File: config.mk
export PLATFORM = sky130hd
export DESIGN_NAME = gne_div
export DESIGN_NICKNAME = d
export VERILOG_FILES = /design/src/rtl/gne_pkg.sv /design/src/rtl/gne_div.sv
export SDC_FILE = /design/constraint.sdc
export NUM_CORES = 2
export LEC_CHECK = 0
export BUFFER_PORTS_ARGS = -buffer_cell sky130_fd_sc_hd__buf_2
export CAP_MARGIN = 20
export CORE_ASPECT_RATIO = 0.6
export CORE_UTILIZATION = 55
export DETAILED_ROUTE_END_ITERATION = 10
export PLACE_DENSITY = 0.71
export SETUP_SLACK_MARGIN = 0.1
export SLEW_MARGIN = 40
export SYNTH_ARGS = -nofsm -noshare
export SYNTH_HDL_FRONTEND = slang
export SYNTH_SLANG_ARGS = --single-unit
File: constraint.sdc
create_clock -name clk -period 7.34 [get_ports clk]
set_input_delay 1.101 -clock clk [delete_from_list [all_inputs] [get_ports clk]]
set_output_delay 1.101 -clock clk [all_outputs]
set_load 0.05 [all_outputs]
File: src/rtl/gne_pkg.sv
// ----------------------------------------------------------------------------
// gne_pkg
// Shared types and constants of the Gaussian normal extraction pipeline.
// ----------------------------------------------------------------------------
package gne_pkg;

    // Field widths
    localparam int QUAT_W   = 24;
    localparam int LSCALE_W = 16;
    localparam int NRM_W    = 16;
    localparam int PROD_W   = 2 * QUAT_W;
    localparam int NUM_W    = PROD_W + 2;
    localparam int DEN_W    = PROD_W + 1;
    localparam int EXP_IN_W = LSCALE_W + 2;

    // Exponential engine
    localparam int           EXP_TERMS  = 13;
    localparam logic [31:0]  LOG2E_Q30  = 32'd1549082005;
    localparam logic [31:0]  LN2_Q32    = 32'd2977044472;
    localparam int           SCALE_DROP = 12;
    localparam int           RATIO_DROP = 16;
    localparam int           EXP_LAT    = 3 + 3 * (EXP_TERMS - 1);

    // Normal entry divider
    localparam int Q_BITS  = 16;
    localparam int DIV_LAT = Q_BITS + 2;

    // Whole pipeline: two front stages, the exponential, one output stage
    localparam int PIPE_LAT = 2 + EXP_LAT + 1;

    // Status codes
    localparam logic [1:0] STATUS_OK        = 2'd0;
    localparam logic [1:0] STATUS_ZERO_QUAT = 2'd1;
    localparam logic [1:0] STATUS_ZERO_SCL  = 2'd2;

    typedef struct packed {
        logic signed [QUAT_W-1:0]   quat_w;
        logic signed [QUAT_W-1:0]   quat_x;
        logic signed [QUAT_W-1:0]   quat_y;
        logic signed [QUAT_W-1:0]   quat_z;
        logic signed [LSCALE_W-1:0] log_scale_a;
        logic signed [LSCALE_W-1:0] log_scale_b;
        logic signed [LSCALE_W-1:0] log_scale_c;
    } gne_in_t;

    typedef struct packed {
        logic signed [NRM_W-1:0] normal_x;
        logic signed [NRM_W-1:0] normal_y;
        logic signed [NRM_W-1:0] normal_z;
        logic [15:0]             confidence;
        logic [31:0]             smallest_scale;
        logic [31:0]             middle_scale;
        logic [1:0]              status;
    } gne_out_t;

    typedef struct packed {
        logic signed [NRM_W-1:0] nx;
        logic signed [NRM_W-1:0] ny;
        logic signed [NRM_W-1:0] nz;
    } gne_vec_t;

endpackage

File: src/rtl/gne_div.sv
// ----------------------------------------------------------------------------
// gne_div
// Pipelined restoring divider: rotation entry num/den to rounded Q1.15.
// ----------------------------------------------------------------------------
module gne_div
    import gne_pkg::*;
(
    input  logic                    clk,
    input  logic                    en,
    input  logic signed [NUM_W-1:0] num,
    input  logic [DEN_W-1:0]        den,
    output logic signed [NRM_W-1:0] entry
);

    localparam int REM_W = NUM_W + 15;

    logic [REM_W-1:0]  rem_reg [0:Q_BITS];
    logic [DEN_W-1:0]  den_reg [0:Q_BITS];
    logic [Q_BITS-1:0] q_reg [0:Q_BITS];
    logic              neg_reg [0:Q_BITS];

    logic [NUM_W-1:0] mag;

    assign mag = num[NUM_W-1] ? NUM_W'(-num) : NUM_W'(num);

    // Take magnitude and add half the divisor for rounding
    always_ff @(posedge clk)
    begin
        if (en)
        begin
            rem_reg[0] <= {mag, 15'd0} + REM_W'(den >> 1);
            den_reg[0] <= den;
            q_reg[0]   <= '0;
            neg_reg[0] <= num[NUM_W-1];
        end
    end

    for (genvar i = 0; i < Q_BITS; i++)
    begin : g_bit
        localparam int B = Q_BITS - 1 - i;

        logic [REM_W-1:0] sub;
        logic             take;

        assign sub  = REM_W'(den_reg[i]) << B;
        assign take = (rem_reg[i] >= sub);

        always_ff @(posedge clk)
        begin
            if (en)
            begin
                rem_reg[i+1] <= take ? (rem_reg[i] - sub) : rem_reg[i];
                den_reg[i+1] <= den_reg[i];
                q_reg[i+1]   <= q_reg[i] | (take ? (Q_BITS'(1) << B) : '0);
                neg_reg[i+1] <= neg_reg[i];
            end
        end
    end

    logic [NRM_W-1:0] val;
    logic [NRM_W-1:0] entry_reg;

    assign val = (q_reg[Q_BITS] > Q_BITS'(32767)) ? NRM_W'(32767) : NRM_W'(q_reg[Q_BITS]);

    always_ff @(posedge clk)
    begin
        if (en)
        begin
            entry_reg <= neg_reg[Q_BITS] ? (~val + NRM_W'(1)) : val;
        end
    end

    assign entry = $signed(entry_reg);

endmodule

# ---- After elaboration in Yosys (flattened, before gate mapping)
# Memories as Yosys holds them, arrays and structs flattened.
# Index checks and enable logic that the tools add are counted.
dict set report classes {
  add_sub_neg 19
  n_lt_le_gt_ge 17
  n_mux 37
  n_bitwise 17
}
# op count
set op_table {}
lappend op_table {{2-to-1 mux 65 bit} 16}
lappend op_table {{adder 65 x 48 -> 65 bit} 1}
lappend op_table {{>= comparator 65 x 49 -> 1 bit} 1}
lappend op_table {{>= comparator 65 x 50 -> 1 bit} 1}
lappend op_table {{>= comparator 65 x 51 -> 1 bit} 1}
lappend op_table {{>= comparator 65 x 52 -> 1 bit} 1}
lappend op_table {{>= comparator 65 x 53 -> 1 bit} 1}
lappend op_table {{>= comparator 65 x 54 -> 1 bit} 1}
lappend op_table {{>= comparator 65 x 55 -> 1 bit} 1}
lappend op_table {{>= comparator 65 x 56 -> 1 bit} 1}
lappend op_table {{>= comparator 65 x 57 -> 1 bit} 1}
lappend op_table {{>= comparator 65 x 58 -> 1 bit} 1}
lappend op_table {{>= comparator 65 x 59 -> 1 bit} 1}
lappend op_table {{>= comparator 65 x 60 -> 1 bit} 1}
lappend op_table {{>= comparator 65 x 61 -> 1 bit} 1}
lappend op_table {{>= comparator 65 x 62 -> 1 bit} 1}
lappend op_table {{>= comparator 65 x 63 -> 1 bit} 1}
lappend op_table {{>= comparator 65 x 64 -> 1 bit} 1}
lappend op_table {{subtractor 65 x 49 -> 65 bit} 1}
lappend op_table {{subtractor 65 x 50 -> 65 bit} 1}
lappend op_table {{subtractor 65 x 51 -> 65 bit} 1}
lappend op_table {{subtractor 65 x 52 -> 65 bit} 1}
lappend op_table {{subtractor 65 x 53 -> 65 bit} 1}
lappend op_table {{subtractor 65 x 54 -> 65 bit} 1}
lappend op_table {{47 further kinds} 51}
dict set report totals {
  ff_bits 16
  ram_bits 2227
  output_inout_bits 16
  elab_cells 95
  n_memories 4
}
# memory words width rd rd_ports_with_merged_regs wr line_no
set mem_list {}
lappend mem_list {rem_reg 17 65 16 0 17 gne_div.sv:17} ;# logic [REM_W-1:0] rem_reg [0:Q_BITS];
lappend mem_list {den_reg 17 49 16 0 17 gne_div.sv:18} ;# logic [DEN_W-1:0] den_reg [0:Q_BITS];
lappend mem_list {q_reg 17 16 17 0 17 gne_div.sv:19} ;# logic [Q_BITS-1:0] q_reg [0:Q_BITS];
lappend mem_list {neg_reg 17 1 17 0 17 gne_div.sv:20} ;# logic neg_reg [0:Q_BITS];

# ---- Longest topological paths before layout
# An unclocked memory read counts as a cell.
dict set report depth {
  depth_word 6
  depth_mapped 19
  ltp_nobuf 18
}

# ---- Worst setup path after synthesis
# Ideal clock, no wire load.
dict set report synth_timing {
  kind {input to register}
  startpoint {in num[6]}
  endpoint {mem rem_reg[0][52] (netlist name), data pin}
  t_arrival_ns 5.122
  t_required_ns 7.056
  slack_ns 1.934
  cell_stages 16
  path_buffers 0
  path_cell_list {or4_4 -> or3_2 -> o31ai_1 -> xnor2_1 -> ha_1 -> a21o_1 -> a21o_1 -> a211oi_1 -> o21ai_0 -> o211ai_1 -> o21ai_0 -> nand2b_1 -> a311oi_1 -> o31ai_2 -> a21oi_1 -> a31oi_1}
}
# element line_no
set synth_lines {}
lappend synth_lines {{start, declared} gne_div.sv:10} ;# input logic signed [NUM_W-1:0] num,
lappend synth_lines {{end, declared} gne_div.sv:17}

==> metrics.txt <==
outcome=finished clean; Post-Syn Nets=12200; number of primary I/O pins=117; CTS tree=yes; max capacitance violation total=0; detailed-route DRC error count=0; vias after detailed routing=91000; Detail Placement HPWL=297000 um; maximum fanout count along the critical path=6; number of antenna violations at the first check in global routing=33; Sum Neg Setup Slack=0 ps; length of routed wiring on met1=188000 um; leakage power=50.7 nW; number of buffers added to fix hold violations after cts=0; minimum setup slack after placement=1120 ps; clock latency on the worst-skew pair=870 ps; total number of H-tree levels=4; horizontal extent of the die=592 um; RR Startpoint=rem_reg[0][783]; Detailed Route Iter0 Violations=13400; Die Outline Area=211000 sq um; endpoint type of the worst setup path=flip-flop; gate count after technology mapping=11200; relative max-transition margin=0.278; number of I/O port buffers=116; class of the most critical setup path=flip-flop to flip-flop; count of warnings emitted by yosys=0; vertical die dimension=356 um; gpl congestion=1.09; PnR Total Power=54.8 mW; total track usage=0.348; remaining number of nets flagged by the antenna check after routing=0; number of buffers on the longest clock path=4; overall routed net length=376000 um; cell mode on critical path=sky130_fd_sc_hd__a21oi_1; WHS Path Cells=0; min cycle time layout=5740 ps; number of synthesized register bits=1858; period utilisation layout=0.783; uppermost signal routing layer after detailed routing=met5; Critical Path Source Type=flip-flop; leading register cell type out of synthesis=sky130_fd_sc_hd__edfxtp_1; Cell Area, Synth=115000 sq um; Core Footprint=207000 sq um; number of iterations in the first detailed-routing pass=6; highest clock frequency the design can meet=174 MHz; aggregate global routing overflow=0; number of cells on the worst reg-to-reg path=14; class of the worst hold path=flip-flop to flip-flop; Post CTS Setup Buffer Count=0; CTS root buf=sky130_fd_sc_hd__clkbuf_16; worst endpoint required time=7920 ps; routed via count divided by cell count=6.42; pin count of the biggest net entering global routing=162; CP startpoint=rem_reg[0][783]; count of standard-cell rows=129; CTS buffer count=190; worst stage delay on the critical path=690 ps; critical hold path startpoint=den_reg[0][504]; Min Hold Slack=418 ps; via count of the first global-routing pass=80500; critical path, cell by cell=inv_1 -> ha_1 -> fa_1 -> nor2b_1 -> o21ai_0 -> a21oi_1 -> o311ai_0 -> a31oi_1 -> a21oi_1 -> o221ai_2 -> nand2_1 -> and3_2 -> clkinv_1 -> mux2_2; post-synthesis cell type count=106; Reg-to-Reg End=rem_reg[0][888]; total of endpoints with negative setup slack in the final report=0; clock edge transition at the registers on the reported setup and hold paths=60 ps; met2 routed WL=113000 um; setup repair after global routing missed its margin=false; WHS Endpoint=den_reg[0][553]; nets=12200; Buf/Inv on CP=2; total power divided by cell area=438 nW/um^2; asr flop ratio synth=0; minimum setup slack in the final design=1600 ps; Pins Over Slew Limit=0; area growth from synthesis to layout=9.02%; Seq/Total Area, Yosys=0.486; final setup skew=53.6 ps; Avg Inst Size Synth=10.2 sq um; Routed wire per std cell=26.5 um; maximum vdd drop=0.204 mV; Starting Density=0.556; flip-flop count of the largest register after layout=1040; Worst path top cell family by delay=compound AO/OA/AOI/OAI gates; TritonCTS Sinks=1858; slack of the worst reg-to-reg path=1600 ps; Final Hold Viols=0; Routed met3 length=71500 um; Tightest Pin Transition=1070 ps; number of synthesized flops with an enable pin=1858; ratio of cells with drive above 1 in the final layout=0.0704; slowest cell on the critical path=sky130_fd_sc_hd__clkinv_1; post-CTS sizing=0; final core utilization=0.606; data arrival time of the critical path=6320 ps; wire length of the first global-routing pass=542000 um
worst reg2reg max path, delay by kind of cell (launching register included):
kind / cells / cell delay [ps]
AOI/OAI and AO/OA: 6 / 2690
adders and majority gates: 2 / 440
buffers and inverters: 2 / 820
DFF: 1 / 390
muxes: 1 / 560
and+or+nand+nor: 3 / 570
synth_stat cells (86+ instances only):
master                        n  area, sq um
sky130_fd_sc_hd__o21ai_0    682         3410
sky130_fd_sc_hd__xor2_1     348         3050
sky130_fd_sc_hd__xnor2_1    518         4540
sky130_fd_sc_hd__ha_1       820        10300
sky130_fd_sc_hd__a21o_1     513         3850
sky130_fd_sc_hd__nor3_1     190          951
sky130_fd_sc_hd__a21oi_1   1192         5970
sky130_fd_sc_hd__nand3_1    173          866
sky130_fd_sc_hd__nor2_1     834         3130
sky130_fd_sc_hd__edfxtp_1  1858        55800
sky130_fd_sc_hd__nand4_1    207         1290
sky130_fd_sc_hd__o21bai_1   128          961
sky130_fd_sc_hd__and3_1      86          538
sky130_fd_sc_hd__clkbuf_1   307         1150
sky130_fd_sc_hd__nor2b_1    116          726
sky130_fd_sc_hd__nand2b_1   107          669
sky130_fd_sc_hd__inv_1      986         3700
sky130_fd_sc_hd__nand2_1    821         3080
sky130_fd_sc_hd__o21a_1     114          856
sky130_fd_sc_hd__mux2_2     132         1490
cells by family after synthesis:
group                    count (synthesis)  synth area share
XOR/XNOR                               867            0.0661
flip-flops                            1858             0.486
AO/OA/AOI/OAI                         3269             0.176
multiplexers                           139            0.0135
AND/OR/NAND/NOR                       2897             0.121
buffers and inverters                 1367            0.0451
adder cells (fa/ha/maj)                836            0.0921
power breakdown:
part,switching (mW),internal (mW)
clock,4.33,5.45
sequential,2.05,15.8
combinational,16.9,10.2
cell type report:
type	instances	area (sq um)
clock inverters	109	1020
repair buffers	224	1800
flip-flops and latches	1858	55800
inverters	990	3720
fillers	17000	81500
diodes	12	30.0
well taps	2751	3440
clock buffers	221	4960
multi-input cells	8008	54500
stage by stage:
step,instance area (sq um),instances
floorplan,115000,11200
finish,125000,14200
global placement,119000,13800
global route,125000,14200
CTS,125000,14100
detailed placement,119000,13800
how the worst max path moves through the flow:
stage                        to  slack [ps]  cells past startpoint
5_1_grt         rem_reg[0][871]        1490                     15
3_5_place_dp     rem_reg[0][54]        1120                     18
2_1_floorplan    rem_reg[0][52]        1930                     16
6_report        rem_reg[0][888]        1600                     14
4_1_cts        rem_reg[0][1036]        1780                     11
3_3_place_gp     rem_reg[0][54]        1090                     18
per-layer routing:
layer / vias to the layer above / global-route usage
met2: 5134 / 0.344
li1: 41300 / -
met5: - / 0
met4: 14 / 0.0365
met3: 303 / 0.209
met1: 44200 / 0.595
placed cells by master (no fill, tap or decap), types with 66 or more instances in the layout:
master	n
sky130_fd_sc_hd__nor2_1	829
sky130_fd_sc_hd__nor2b_1	115
sky130_fd_sc_hd__mux2_2	132
sky130_fd_sc_hd__edfxtp_1	1858
sky130_fd_sc_hd__buf_4	76
sky130_fd_sc_hd__ha_1	819
sky130_fd_sc_hd__buf_2	115
sky130_fd_sc_hd__a31oi_1	79
sky130_fd_sc_hd__and3_1	85
sky130_fd_sc_hd__nor4_1	67
sky130_fd_sc_hd__a21oi_1	1190
sky130_fd_sc_hd__nand4_1	207
sky130_fd_sc_hd__nand2b_1	107
sky130_fd_sc_hd__nand3_1	172
sky130_fd_sc_hd__o21bai_1	128
sky130_fd_sc_hd__o21ai_0	672
sky130_fd_sc_hd__a21o_1	513
sky130_fd_sc_hd__xnor2_1	509
sky130_fd_sc_hd__a211oi_1	66
sky130_fd_sc_hd__xor2_1	347
sky130_fd_sc_hd__nand2_1	820
sky130_fd_sc_hd__nor3_1	182
sky130_fd_sc_hd__o21a_1	113
sky130_fd_sc_hd__clkbuf_16	194
sky130_fd_sc_hd__inv_1	985
Power figures use the tool's default switching activity.
